[src/rtl/core/srb_pkg.sv]
// Shared types and codes for the sequence reorder buffer.
`timescale 1ns / 1ps

package srb_pkg;

  typedef logic [31:0] seq_t;
  typedef logic [31:0] handle_t;

  typedef enum logic [1:0] {
    ST_INORDER   = 2'd0,
    ST_FLUSHED   = 2'd1,
    ST_REJECTED  = 2'd2,
    ST_DISPLACED = 2'd3
  } status_t;

  localparam logic REQ_ADD   = 1'b0;
  localparam logic REQ_FLUSH = 1'b1;

endpackage

[src/rtl/core/sequence_reorder_buffer.sv]
// Top level of the sequence reorder buffer: control, slot valid bits, result register.
// One item is taken at a time: it is registered in S_IDLE and decided in S_DECIDE. An in-order
// item is emitted at once; each stored item drained behind it is read from the handle RAM,
// whose read port is registered, in S_DRAIN_RD and emitted in S_DRAIN_EMIT. A flush scans the
// slots from the head up to the last held item (all DEPTH slots when none is held) and reads
// out each held item. Results wait in an output register while the output is stalled.
// Out-of-window numbers come back with status rejected; a duplicate returns the displaced handle.
`timescale 1ns / 1ps

module sequence_reorder_buffer import srb_pkg::*; #(
  parameter int DEPTH = 32
) (
  input  logic        clk,
  input  logic        rst,
  input  logic        in_valid,
  output logic        in_stall,
  input  logic        req_type,
  input  logic [31:0] trigger,
  input  logic [31:0] item_handle,
  output logic        out_valid,
  input  logic        out_stall,
  output logic [31:0] out_handle,
  output logic [31:0] out_trigger,
  output logic [1:0]  status,
  output logic        last_of_run
);

  localparam int IW = $clog2(DEPTH);
  typedef logic [IW-1:0] idx_t;
  localparam logic [IW:0] DEPTH_W = (IW + 1)'(DEPTH);
  localparam idx_t LAST_IDX = idx_t'(DEPTH - 1);

  typedef enum logic [2:0] {
    S_IDLE,
    S_DECIDE,
    S_DRAIN_RD,
    S_DRAIN_EMIT,
    S_DISP,
    S_SCAN,
    S_FLUSH_EMIT
  } state_t;

  function automatic idx_t inc_idx(idx_t i);
    return (i == LAST_IDX) ? '0 : idx_t'(i + idx_t'(1));
  endfunction

  state_t           state;
  seq_t             last_emitted;
  logic [DEPTH-1:0] slot_valid;
  idx_t             base;
  idx_t             scan_ptr;
  idx_t             scan_k;
  idx_t             dec_phys;
  logic             req_q;
  seq_t             trig_q;
  handle_t          hnd_q;

  seq_t             expected;
  seq_t             ahead;
  logic [IW:0]      store_sum;
  idx_t             store_phys;
  logic             in_window;
  idx_t             base_inc;
  logic             out_free;
  logic             out_load;
  logic [DEPTH-1:0] scan_bit;
  logic             flush_last;

  logic             ram_we;
  idx_t             ram_waddr;
  handle_t          ram_wdata;
  logic             ram_re;
  idx_t             ram_raddr;
  handle_t          rd_data;

  assign expected   = last_emitted + 32'd1;
  assign ahead      = trig_q - expected;
  assign store_sum  = {1'b0, base} + {1'b0, ahead[IW-1:0]};
  assign store_phys = (store_sum >= DEPTH_W) ? idx_t'(store_sum - DEPTH_W)
                                             : store_sum[IW-1:0];
  assign in_window  = (ahead != 32'd0) && (ahead < 32'(DEPTH));
  assign base_inc   = inc_idx(base);
  assign out_free   = !out_valid || !out_stall;
  assign out_load   = out_free &&
                      ((state == S_DECIDE && req_q == REQ_ADD && !in_window) ||
                       state == S_DRAIN_EMIT || state == S_DISP || state == S_FLUSH_EMIT);
  assign scan_bit   = {{(DEPTH-1){1'b0}}, 1'b1} << scan_ptr;
  assign flush_last = (slot_valid & ~scan_bit) == '0;
  assign in_stall   = (state != S_IDLE);

  always_comb begin
    ram_we    = 1'b0;
    ram_waddr = store_phys;
    ram_wdata = hnd_q;
    ram_re    = 1'b0;
    ram_raddr = base;
    case (state)
      S_DECIDE: begin
        if (req_q == REQ_ADD && in_window) begin
          ram_we    = 1'b1;
          ram_re    = slot_valid[store_phys];
          ram_raddr = store_phys;
        end
      end
      S_DRAIN_RD: begin
        ram_re    = 1'b1;
        ram_raddr = base;
      end
      S_SCAN: begin
        ram_re    = slot_valid[scan_ptr];
        ram_raddr = scan_ptr;
      end
      default: begin
      end
    endcase
  end

  srb_handle_ram #(
    .DEPTH (DEPTH)
  ) u_ram (
    .clk   (clk),
    .we    (ram_we),
    .waddr (ram_waddr),
    .wdata (ram_wdata),
    .re    (ram_re),
    .raddr (ram_raddr),
    .rdata (rd_data)
  );

  always_ff @(posedge clk) begin
    if (rst) begin
      state        <= S_IDLE;
      out_valid    <= 1'b0;
      last_emitted <= '1;
      slot_valid   <= '0;
      base         <= '0;
      scan_ptr     <= '0;
      scan_k       <= '0;
    end else begin
      out_valid <= out_load || (out_valid && out_stall);
      case (state)
        S_IDLE: begin
          if (in_valid) begin
            req_q  <= req_type;
            trig_q <= trigger;
            hnd_q  <= item_handle;
            state  <= S_DECIDE;
          end
        end
        S_DECIDE: begin
          if (req_q == REQ_FLUSH) begin
            scan_ptr <= base;
            scan_k   <= '0;
            state    <= S_SCAN;
          end else if (ahead == 32'd0) begin
            if (out_free) begin
              out_handle   <= hnd_q;
              out_trigger  <= trig_q;
              status       <= ST_INORDER;
              last_of_run  <= !slot_valid[base_inc];
              last_emitted <= expected;
              slot_valid[base] <= 1'b0;
              base         <= base_inc;
              state        <= slot_valid[base_inc] ? S_DRAIN_RD : S_IDLE;
            end
          end else if (in_window) begin
            slot_valid[store_phys] <= 1'b1;
            dec_phys <= store_phys;
            state    <= slot_valid[store_phys] ? S_DISP : S_IDLE;
          end else if (out_free) begin
            out_handle  <= hnd_q;
            out_trigger <= trig_q;
            status      <= ST_REJECTED;
            last_of_run <= 1'b1;
            state       <= S_IDLE;
          end
        end
        S_DRAIN_RD: begin
          state <= S_DRAIN_EMIT;
        end
        S_DRAIN_EMIT: begin
          if (out_free) begin
            out_handle   <= rd_data;
            out_trigger  <= expected;
            status       <= ST_INORDER;
            last_of_run  <= !slot_valid[base_inc];
            last_emitted <= expected;
            slot_valid[base] <= 1'b0;
            base         <= base_inc;
            state        <= slot_valid[base_inc] ? S_DRAIN_RD : S_IDLE;
          end
        end
        S_DISP: begin
          if (out_free) begin
            out_handle  <= rd_data;
            out_trigger <= trig_q;
            status      <= ST_DISPLACED;
            last_of_run <= 1'b1;
            state       <= S_IDLE;
          end
        end
        S_SCAN: begin
          if (slot_valid[scan_ptr]) begin
            state <= S_FLUSH_EMIT;
          end else if (scan_k == LAST_IDX) begin
            state <= S_IDLE;
          end else begin
            scan_ptr <= inc_idx(scan_ptr);
            scan_k   <= scan_k + idx_t'(1);
          end
        end
        S_FLUSH_EMIT: begin
          if (out_free) begin
            out_handle  <= rd_data;
            out_trigger <= expected + 32'(scan_k);
            status      <= ST_FLUSHED;
            last_of_run <= flush_last;
            slot_valid[scan_ptr] <= 1'b0;
            if (flush_last) begin
              state <= S_IDLE;
            end else begin
              scan_ptr <= inc_idx(scan_ptr);
              scan_k   <= scan_k + idx_t'(1);
              state    <= S_SCAN;
            end
          end
        end
        default: begin
          state <= S_IDLE;
        end
      endcase
    end
  end

  a_head_slot_empty: assert property (@(posedge clk) disable iff (rst)
    state == S_IDLE |-> !slot_valid[base])
    else $error("head slot valid while idle");

  a_disp_slot_valid: assert property (@(posedge clk) disable iff (rst)
    state == S_DISP |-> slot_valid[dec_phys])
    else $error("displace without a held item");

  a_flush_clears: assert property (@(posedge clk) disable iff (rst)
    (state == S_FLUSH_EMIT && out_free && flush_last) |=> slot_valid == '0)
    else $error("slots left after flush");

  a_seq_step: assert property (@(posedge clk) disable iff (rst)
    (last_emitted != $past(last_emitted)) |->
      (last_emitted == $past(last_emitted) + 32'd1))
    else $error("sequence advanced by more than one");

endmodule

[src/rtl/core/srb_handle_ram.sv]
// Handle store: one write port, one registered read port, read-first.
`timescale 1ns / 1ps

module srb_handle_ram import srb_pkg::*; #(
  parameter int DEPTH = 32
) (
  input  logic                     clk,
  input  logic                     we,
  input  logic [$clog2(DEPTH)-1:0] waddr,
  input  handle_t                  wdata,
  input  logic                     re,
  input  logic [$clog2(DEPTH)-1:0] raddr,
  output handle_t                  rdata
);

  handle_t mem [DEPTH];

  always_ff @(posedge clk) begin
    if (we) begin
      mem[waddr] <= wdata;
    end
  end

  always_ff @(posedge clk) begin
    if (re) begin
      rdata <= mem[raddr];
    end
  end

endmodule
[config.mk]
export PLATFORM = sky130hd
export DESIGN_NAME = sequence_reorder_buffer
export DESIGN_NICKNAME = d
export VERILOG_FILES = /design/src/rtl/core/srb_pkg.sv /design/src/rtl/core/sequence_reorder_buffer.sv /design/src/rtl/core/srb_handle_ram.sv
export SDC_FILE = /design/constraint.sdc
export NUM_CORES = 2
export LEC_CHECK = 0
export BUFFER_PORTS_ARGS = -buffer_cell sky130_fd_sc_hd__buf_2
export CAP_MARGIN = 10
export CORE_MARGIN = 3
export CORE_UTILIZATION = 55
export CTS_BUF_LIST = sky130_fd_sc_hd__clkbuf_16
export DETAILED_ROUTE_END_ITERATION = 10
export PLACE_DENSITY = 0.71
export SLEW_MARGIN = 0
export SYNTH_ARGS = -nofsm -noshare
export SYNTH_HDL_FRONTEND = slang
export SYNTH_HIERARCHICAL = 1
export SYNTH_SLANG_ARGS = --single-unit
[constraint.sdc]
create_clock -name clk -period 8.72 [get_ports clk]
set_clock_uncertainty 0.1 [all_clocks]
set_input_delay 0.872 -clock clk [delete_from_list [all_inputs] [get_ports clk]]
set_output_delay 0.872 -clock clk [all_outputs]
set_load 0.01 [all_outputs]
# [After elaboration in Yosys (flattened, before gate mapping)]
# Memory sizes are Yosys's and may differ from the RTL's. A register that Yosys moved wholly into a read port is not among the register bits.
# Cells that the tools add are included.
# Widths: inputs -> output; s select.
[classes] add_sub_neg=8 n_lt_le_gt_ge=9 eq_ne=24 shifts=1 n_mux=90 n_bitwise=9 n_reduce_logical=38
[op_table] op="$mux 32" n=19
[op_table] op="$pmux 32 s2" n=2
[op_table] op="$pmux 32 s4" n=1
[op_table] op="$and 32x32->32" n=3
[op_table] op="$not 32->32" n=3
[op_table] op="$pmux 32 s3" n=1
[op_table] op="$mux 5" n=17
[op_table] op="$logic_not 32->1" n=2
[op_table] op="$mux 3" n=11
[op_table] op="$add 32x1->32 const B" n=1
[op_table] op="$add 32x5->32" n=1
[op_table] op="$lt 32x6->1 const B" n=1
[op_table] op="$or 32x32->32" n=1
[op_table] op="$reduce_bool 32->1" n=1
[op_table] op="$shl 1x5->32 const A" n=1
[op_table] op="$sub 32x32->32" n=1
[op_table] op="$pmux 5 s3" n=2
[op_table] op="$lt 5x6->1 const B" n=4
[op_table] op="$pmux 3 s7" n=1
[op_table] op="$pmux 5 s2" n=2
[op_table] op="$ne 2x2->1 const B" n=9
[op_table] op="$mux 1" n=17
[op_table] op="$mux 2" n=8
[op_table] op="$add 5x1->5 const B" n=3
[op_table] op="other kinds (30)" n=67
[totals] ff_bits=215 ram_bits=1024 input_bits=69 output_inout_bits=69 elab_cells=194 n_memories=1
[mem_list] memory="u_ram.mem" depth=32 width=32 read_ports=1 rd_clocked_by_memory_dff=1 write_ports=1 line_no="srb_handle_ram.sv:16" text="handle_t mem [DEPTH];"

# [Logic depth before layout (Yosys ltp)]
[depth] ltp_word=14 ltp_mapped=30 ltp_nobuf=26

# [By module]
# Netlist, hierarchy kept.
[by_module_without_submodules] module="srb_handle_ram" instances=1 cells_per_inst=2260 area_per_inst_um2=40812.9 seq_area_each_um2=31710.4
[by_module_without_submodules] module="sequence_reorder_buffer" instances=1 cells_per_inst=1876 area_per_inst_um2=16643.5 seq_area_each_um2=5625.4

# [Worst setup path before layout]
# No wires, ideal clock.
[synth_timing] path_type="reg2reg" startpoint="register last_emitted[0]" endpoint="register u_ram.rdata[0], read port of u_ram.mem, enable pin" setup_ns=0.470 arrival_ns=7.168 t_required_ns=8.150 setup_slack_ns=0.982 path_stages_with_launch=21 n_path_buf=0 synth_period_minus_slack_ns=7.738 path_cell_list="dfxtp_1 ha_1 and4_1 nand4_1 nor2_2 nand3_1 or2_2 xor2_1 ha_1 and3_1 and2_1 a41o_1 a211oi_1 a31o_1 a2111o_1 nor4_1 nand4_1 nor4_4 and3_1 nand3_1 o31ai_1"
[synth_via] elab_chain_cells=9 word_cells_on_any_way=16 classes_between="add/sub: 4; order compare: 2; mux: 7; reduce/logical: 3"
[synth_rtl] item="start: declaration" line_no="sequence_reorder_buffer.sv:48" text="seq_t last_emitted;"
[synth_rtl] item="start signal: assignment" line_no="sequence_reorder_buffer.sv:161" text="last_emitted <= expected;"
[synth_rtl] item="start signal: assignment" line_no="sequence_reorder_buffer.sv:187" text="last_emitted <= expected;"
[synth_rtl] item="$add 32x1->32 *" line_no="sequence_reorder_buffer.sv:76" text="assign expected = last_emitted + 32'd1;"
[synth_rtl] item="$sub 32x32->32 *" line_no="sequence_reorder_buffer.sv:77" text="assign ahead = trig_q - expected;"
[synth_rtl] item="$add 5x5->6" line_no="sequence_reorder_buffer.sv:78" text="assign store_sum = {1'b0, base} + {1'b0, ahead[IW-1:0]};"
[synth_rtl] item="$sub 5x1->5 or $ge 6x6->1 (tied branches)" line_no="sequence_reorder_buffer.sv:79" text="assign store_phys = (store_sum >= DEPTH_W) ? idx_t'(store_sum - DEPTH_W)"
[synth_rtl] item="$mux 5" line_no="sequence_reorder_buffer.sv:79"
[synth_rtl] item="$bmux 1 s5" line_no="sequence_reorder_buffer.sv:101" text="ram_re = slot_valid[store_phys];"
[synth_rtl] item="$mux 1 (not written as such)" line_no="sequence_reorder_buffer.sv:101"
[synth_rtl] item="$mux 1 *" line_no="sequence_reorder_buffer.sv:99" text="if (req_q == REQ_ADD && in_window) begin"
[synth_rtl] item="$pmux 1 s3 *" line_no="sequence_reorder_buffer.sv:97" text="case (state)"
[synth_rtl] item="named net ram_re" line_no="sequence_reorder_buffer.sv:72" text="logic ram_re;"
[synth_rtl] item="end: declaration" line_no="srb_handle_ram.sv:13" text="output handle_t rdata"
# The timed path passes the listed nets; every way through them passes the cells marked *. The select of a mux whose other input is x is not followed.
# A chain may end at the register's enable or synchronous reset.

# [Final worst setup path]
[layout_timing] startpoint="register last_emitted[0]" endpoint="memory u_ram/mem[20][26] in the netlist's numbering, enable pin"
[layout_via] elab_chain_cells=9 word_cells_on_any_way=14 classes_between="add/sub: 4; order compare: 2; mux: 5; reduce/logical: 3"
[layout_rtl] item="$add 32x1->32 *" line_no="sequence_reorder_buffer.sv:76"
[layout_rtl] item="$sub 32x32->32 *" line_no="sequence_reorder_buffer.sv:77"
[layout_rtl] item="$lt 32x6->1 or $reduce_bool 32->1 (tied branches)" line_no="sequence_reorder_buffer.sv:81" text="assign in_window = (ahead != 32'd0) && (ahead < 32'(DEPTH));"
[layout_rtl] item="$logic_and 1x1->1 *" line_no="sequence_reorder_buffer.sv:81"
[layout_rtl] item="$logic_and 1x1->1 *" line_no="sequence_reorder_buffer.sv:99"
[layout_rtl] item="$mux 1 *" line_no="sequence_reorder_buffer.sv:99"
[layout_rtl] item="$mux 1 *" line_no="sequence_reorder_buffer.sv:97"
[layout_rtl] item="named net ram_we" line_no="sequence_reorder_buffer.sv:69" text="logic ram_we;"
[layout_rtl] item="$mux 1 *" line_no="srb_handle_ram.sv:19" text="if (we) begin"
[layout_rtl] item="$mux 1 (not written as such) *" line_no="srb_handle_ram.sv:20" text="mem[waddr] <= wdata;"
[layout_rtl] item="end: declaration" line_no="srb_handle_ram.sv:16"
# The timed path passes the listed nets; every way through them passes the cells marked *.

==> run summary <==
- status: completed
- hold worst-path end: hnd_q[24]
- worst hold path stage count: 1
- pre-CTS worst setup slack: 0.870 ns
- Die Wd: 329 um
- remaining number of nets flagged by the antenna check after routing: 0
- Achievable Freq: 0.125 GHz
- global-route wire length before repair: 232 mm
- worst hold path startpoint: item_handle[24]
- hold-fix buffers at CTS: 0
- cell family with most CP delay: simple AND/OR/NAND/NOR gates
- clock slew seen by the registers of the worst setup and hold paths: 0.06 ns
- sequential share of power: 52.7%
- area of the mapped netlist: 57500 sq um
- mean routed wirelength per cell: 27.3 um
- internal reg-to-reg setup slack: 0.74 ns
- count of final setup violators: 0
- final cell count without fillers: 5761
- post-CTS repair timing setup buffer count: 0
- Post-Synthesis Cells: 4136
- peak fanout along the critical path: 23
- count of synthesis-stage warnings from yosys: 6
- final cell utilization of the core: 63.1%
- fraction of final layout cells sized beyond drive strength 1: 14.5%
- Max H-tree Level: 4
- clock insertion delay at the later pin of the skew report: 0.76 ns
- total routing resource utilization after global routing: 28.8%
- length in cells of the worst reg-to-reg path: 23
- type of element capturing the critical path: flop
- number of detailed-routing iterations run before antenna repair: 6
- slowest cell delay on critical path: 0.74 ns
- arrival time of the worst setup path: 8.31 ns
- PwrDens: 198 nW/um^2
- total clock buffers created by CTS: 132
- clock tree from TritonCTS: built
- number of global-route vias before repair: 36.0k
- leakage power: 0.0207 uW
- startpoint types: flop
- area of the core: 103000 sq um
- cell-by-cell listing of the critical path: ha_1 > and4_1 > nand4_1 > nor2_2 > nand3_1 > or2_2 > xor2_1 > ha_1 > and3_1 > a31oi_1 > nand2_1 > a31oi_1 > nor2_1 > a2111o_1 > nor4_1 > nand4_1 > nor4_1 > nand3_1 > or4b_1 > nor3_1 > or3b_2 > nor2_4 > buf_12
- Clk Tree Root Cell: sky130_fd_sc_hd__clkbuf_16
- class of the most critical hold timing path: in -> reg
- asr flop ratio synth: 0%
- final worst setup slack: 0.737 ns
- maximum clock path buffer count: 3
- std cell rows: 117
- overall die area: 108000 sq um
- switching share of total power: 21.4%
- sequential-to-total area share from yosys stat: 65.0%
- number of vias in the routed layout: 37.7k
- most frequent cells in the layout: 1188 x sky130_fd_sc_hd__edfxtp_1, 531 x sky130_fd_sc_hd__mux2i_1, 278 x sky130_fd_sc_hd__nand2_1
- data required time at the worst endpoint: 9.05 ns
- Final Critical Period: 7.98 ns
- Overflow after GRT: 0
- worst supply voltage drop on vdd: 0.000211 V
- RR Endpoint: u_ram/mem[20][26]
- number of enable flip-flop cells after synthesis: 1188
- count of filler cells inserted in the layout: 7540
- post-detailed-routing wire length: 157 mm
- number of synthesized register bits: 1271
- net total in the final layout: 4391
- Max Cap Viol: 0
- Cell variety after synth: 93
- Initial Util: 55.9%
- per-instance average area after synthesis: 13.9 sq um
- Setup Total Neg Slack: 0 ns
- most frequently used flop master after synthesis: sky130_fd_sc_hd__edfxtp_1
- Tcrit/Tclk final: 91.6%
- proportion of power drawn by the clock network: 44.2%
- drt first-iter violations: 4290
- maximum number of pins on one net before global-route repair: 80
- number of sinks driven by the clock tree: 1271
- Internal Dissipation: 10100 uW
- worst slew pin tran: 1.18 ns
- syn nets: 4243
- number of antenna violations at the first check in global routing: 4
- RR Startpoint: last_emitted[0]
- CP Buf/Inv Count: 1
- headroom to the max-slew limit: 20.8%
- start-to-end type of the worst setup path: reg -> reg
- total net switching power: 2750 uW
- Die Height: 329 um
- via/cell ratio: 6.54
- Final Max Slew Viols: 0
- layout overhead on the synthesized area: 12.9%
- total placed cells including tap cells: 5518
- remaining design rule violation count: 0
- Worst path slowest cell: sky130_fd_sc_hd__or3b_2
- dpl hpwl: 97.2 mm
- count of buffers inserted at the top-level ports: 137
- endpoints failing hold: 0
- number of primary I/O pins: 138
- most common library cell in the layout ignoring fill and taps: sky130_fd_sc_hd__edfxtp_1
- part of the total power dissipated in combinational logic: 3.1%
- number of gates resized after CTS: 0
- placer's final routability congestion estimate: 0.984
- setup repair after global routing missed its margin: no
-- registers in the layout, indices dropped and copies added, names as in the netlist, 5 cells and up --
register,count
last_emitted,32
u_ram/rdata,32
trig_q,32
scan_ptr,5
slot_valid,32
scan_k,5
out_handle,32
base,5
out_trigger,32
hnd_q,32
u_ram/mem,1024
-- metrics by stage --
stage	power, uW	area, sq um	hold slack (ns)
after floorplan	7110	57500	0.382
after global placement	7290	60400	0.423
after detailed placement	7290	60400	0.423
after CTS	12900	64900	0.138
after global routing	13200	64900	0.155
final	12900	64900	0.189
-- worst max-delay path by stage --
| stage | from | endpoint | slack (ns) | cells after the start |
|---|---|---|---|---|
| global placement | last_emitted[0] | u_ram/mem[20][24] | 0.90 | 23 |
| CTS | last_emitted[0] | u_ram/rdata[22] | 0.84 | 28 |
| detailed placement | last_emitted[0] | u_ram/rdata[22] | 0.87 | 28 |
| global route | last_emitted[0] | u_ram/rdata[22] | 0.23 | 29 |
| floorplan | last_emitted[0] | u_ram/rdata[0] | 0.98 | 20 |
| finish | last_emitted[0] | u_ram/mem[20][26] | 0.74 | 23 |
-- power groups by stage --
stage          clock, uW  combinational [uW]  sequential (uW)
3_5_place_dp           0                 398             6890
2_1_floorplan          0                 219             6890
4_1_cts             5770                 400             6770
6_report            5680                 404             6770
3_3_place_gp           0                 395             6890
5_1_grt             6000                 435             6770
-- cell type report --
type	count	area [sq um]	area share (%)
Multi-Input combinational cell	2538	18900	29.2
Clock buffer	136	3400	5.25
Timing Repair Buffer	294	2290	3.53
Inverter	47	176	0.272
Clock inverter	105	1010	1.55
Sequential cell	1271	37300	57.6
Tap cell	1368	1710	2.64
Antenna cell	2	5.00	0.00772
-- synth_stat cells, types with 19 or more instances --
cell / number / share of area, %
sky130_fd_sc_hd__and4_1: 21 / 0.32
sky130_fd_sc_hd__nor2_1: 188 / 1.2
sky130_fd_sc_hd__a21o_1: 21 / 0.27
sky130_fd_sc_hd__buf_2: 56 / 0.49
sky130_fd_sc_hd__dfxtp_1: 83 / 2.9
sky130_fd_sc_hd__a21oi_1: 158 / 1.4
sky130_fd_sc_hd__or3_1: 22 / 0.24
sky130_fd_sc_hd__a31oi_1: 62 / 0.68
sky130_fd_sc_hd__and3_1: 26 / 0.28
sky130_fd_sc_hd__o21ai_0: 68 / 0.59
sky130_fd_sc_hd__nand3_1: 172 / 1.5
sky130_fd_sc_hd__nor4_1: 21 / 0.23
sky130_fd_sc_hd__nor3_1: 76 / 0.66
sky130_fd_sc_hd__a22o_1: 70 / 1.1
sky130_fd_sc_hd__a2bb2oi_1: 20 / 0.30
sky130_fd_sc_hd__or4_1: 19 / 0.25
sky130_fd_sc_hd__o221ai_1: 33 / 0.50
sky130_fd_sc_hd__nand2_1: 280 / 1.8
sky130_fd_sc_hd__xor2_1: 39 / 0.59
sky130_fd_sc_hd__buf_4: 37 / 0.48
sky130_fd_sc_hd__o2111ai_1: 39 / 0.59
sky130_fd_sc_hd__mux2_2: 37 / 0.73
sky130_fd_sc_hd__buf_1: 19 / 0.12
sky130_fd_sc_hd__inv_1: 45 / 0.29
sky130_fd_sc_hd__a32oi_1: 44 / 0.67
sky130_fd_sc_hd__edfxtp_1: 1188 / 62
sky130_fd_sc_hd__a22oi_1: 121 / 1.6
sky130_fd_sc_hd__clkbuf_1: 151 / 0.99
sky130_fd_sc_hd__nor2b_1: 22 / 0.24
sky130_fd_sc_hd__and2_1: 19 / 0.21
sky130_fd_sc_hd__mux2i_1: 531 / 9.3
sky130_fd_sc_hd__nand4_1: 58 / 0.63
sky130_fd_sc_hd__xnor2_1: 57 / 0.87
sky130_fd_sc_hd__ha_1: 35 / 0.76
sky130_fd_sc_hd__o31ai_1: 19 / 0.25
-- layer usage --
metal | vias to the layer above | track usage, % | wire length, um
li1 | 16600 | - | -
met5 | - | 0 | 20
met1 | 18800 | 40.0 | 63900
met4 | 2 | 10.5 | 5590
met3 | 315 | 5.00 | 13500
met2 | 1957 | 45.8 | 74300
-- worst reg2reg max path: cells and delay by family (launching register included) --
kind            cells  cell delay [ns]
xor+xnor            1             0.39
compound gates      3             0.85
buf+inv             1             0.31
flops               1             0.40
simple gates       16             4.85
fa+ha+maj           2             0.68
-- cell families after synthesis --
family                     Yosys count  synth area share (%)
buffers and inverters              327                  2.71
muxes                              587                  10.7
adders and majority gates           52                  1.11
AOI/OAI and AO/OA                  790                  9.87
xor gates and xnor gates           105                  1.82
and+or+nand+nor                   1004                  8.81
DFF                               1271                  65.0
Note: power is estimated with default switching activity, not from simulation.
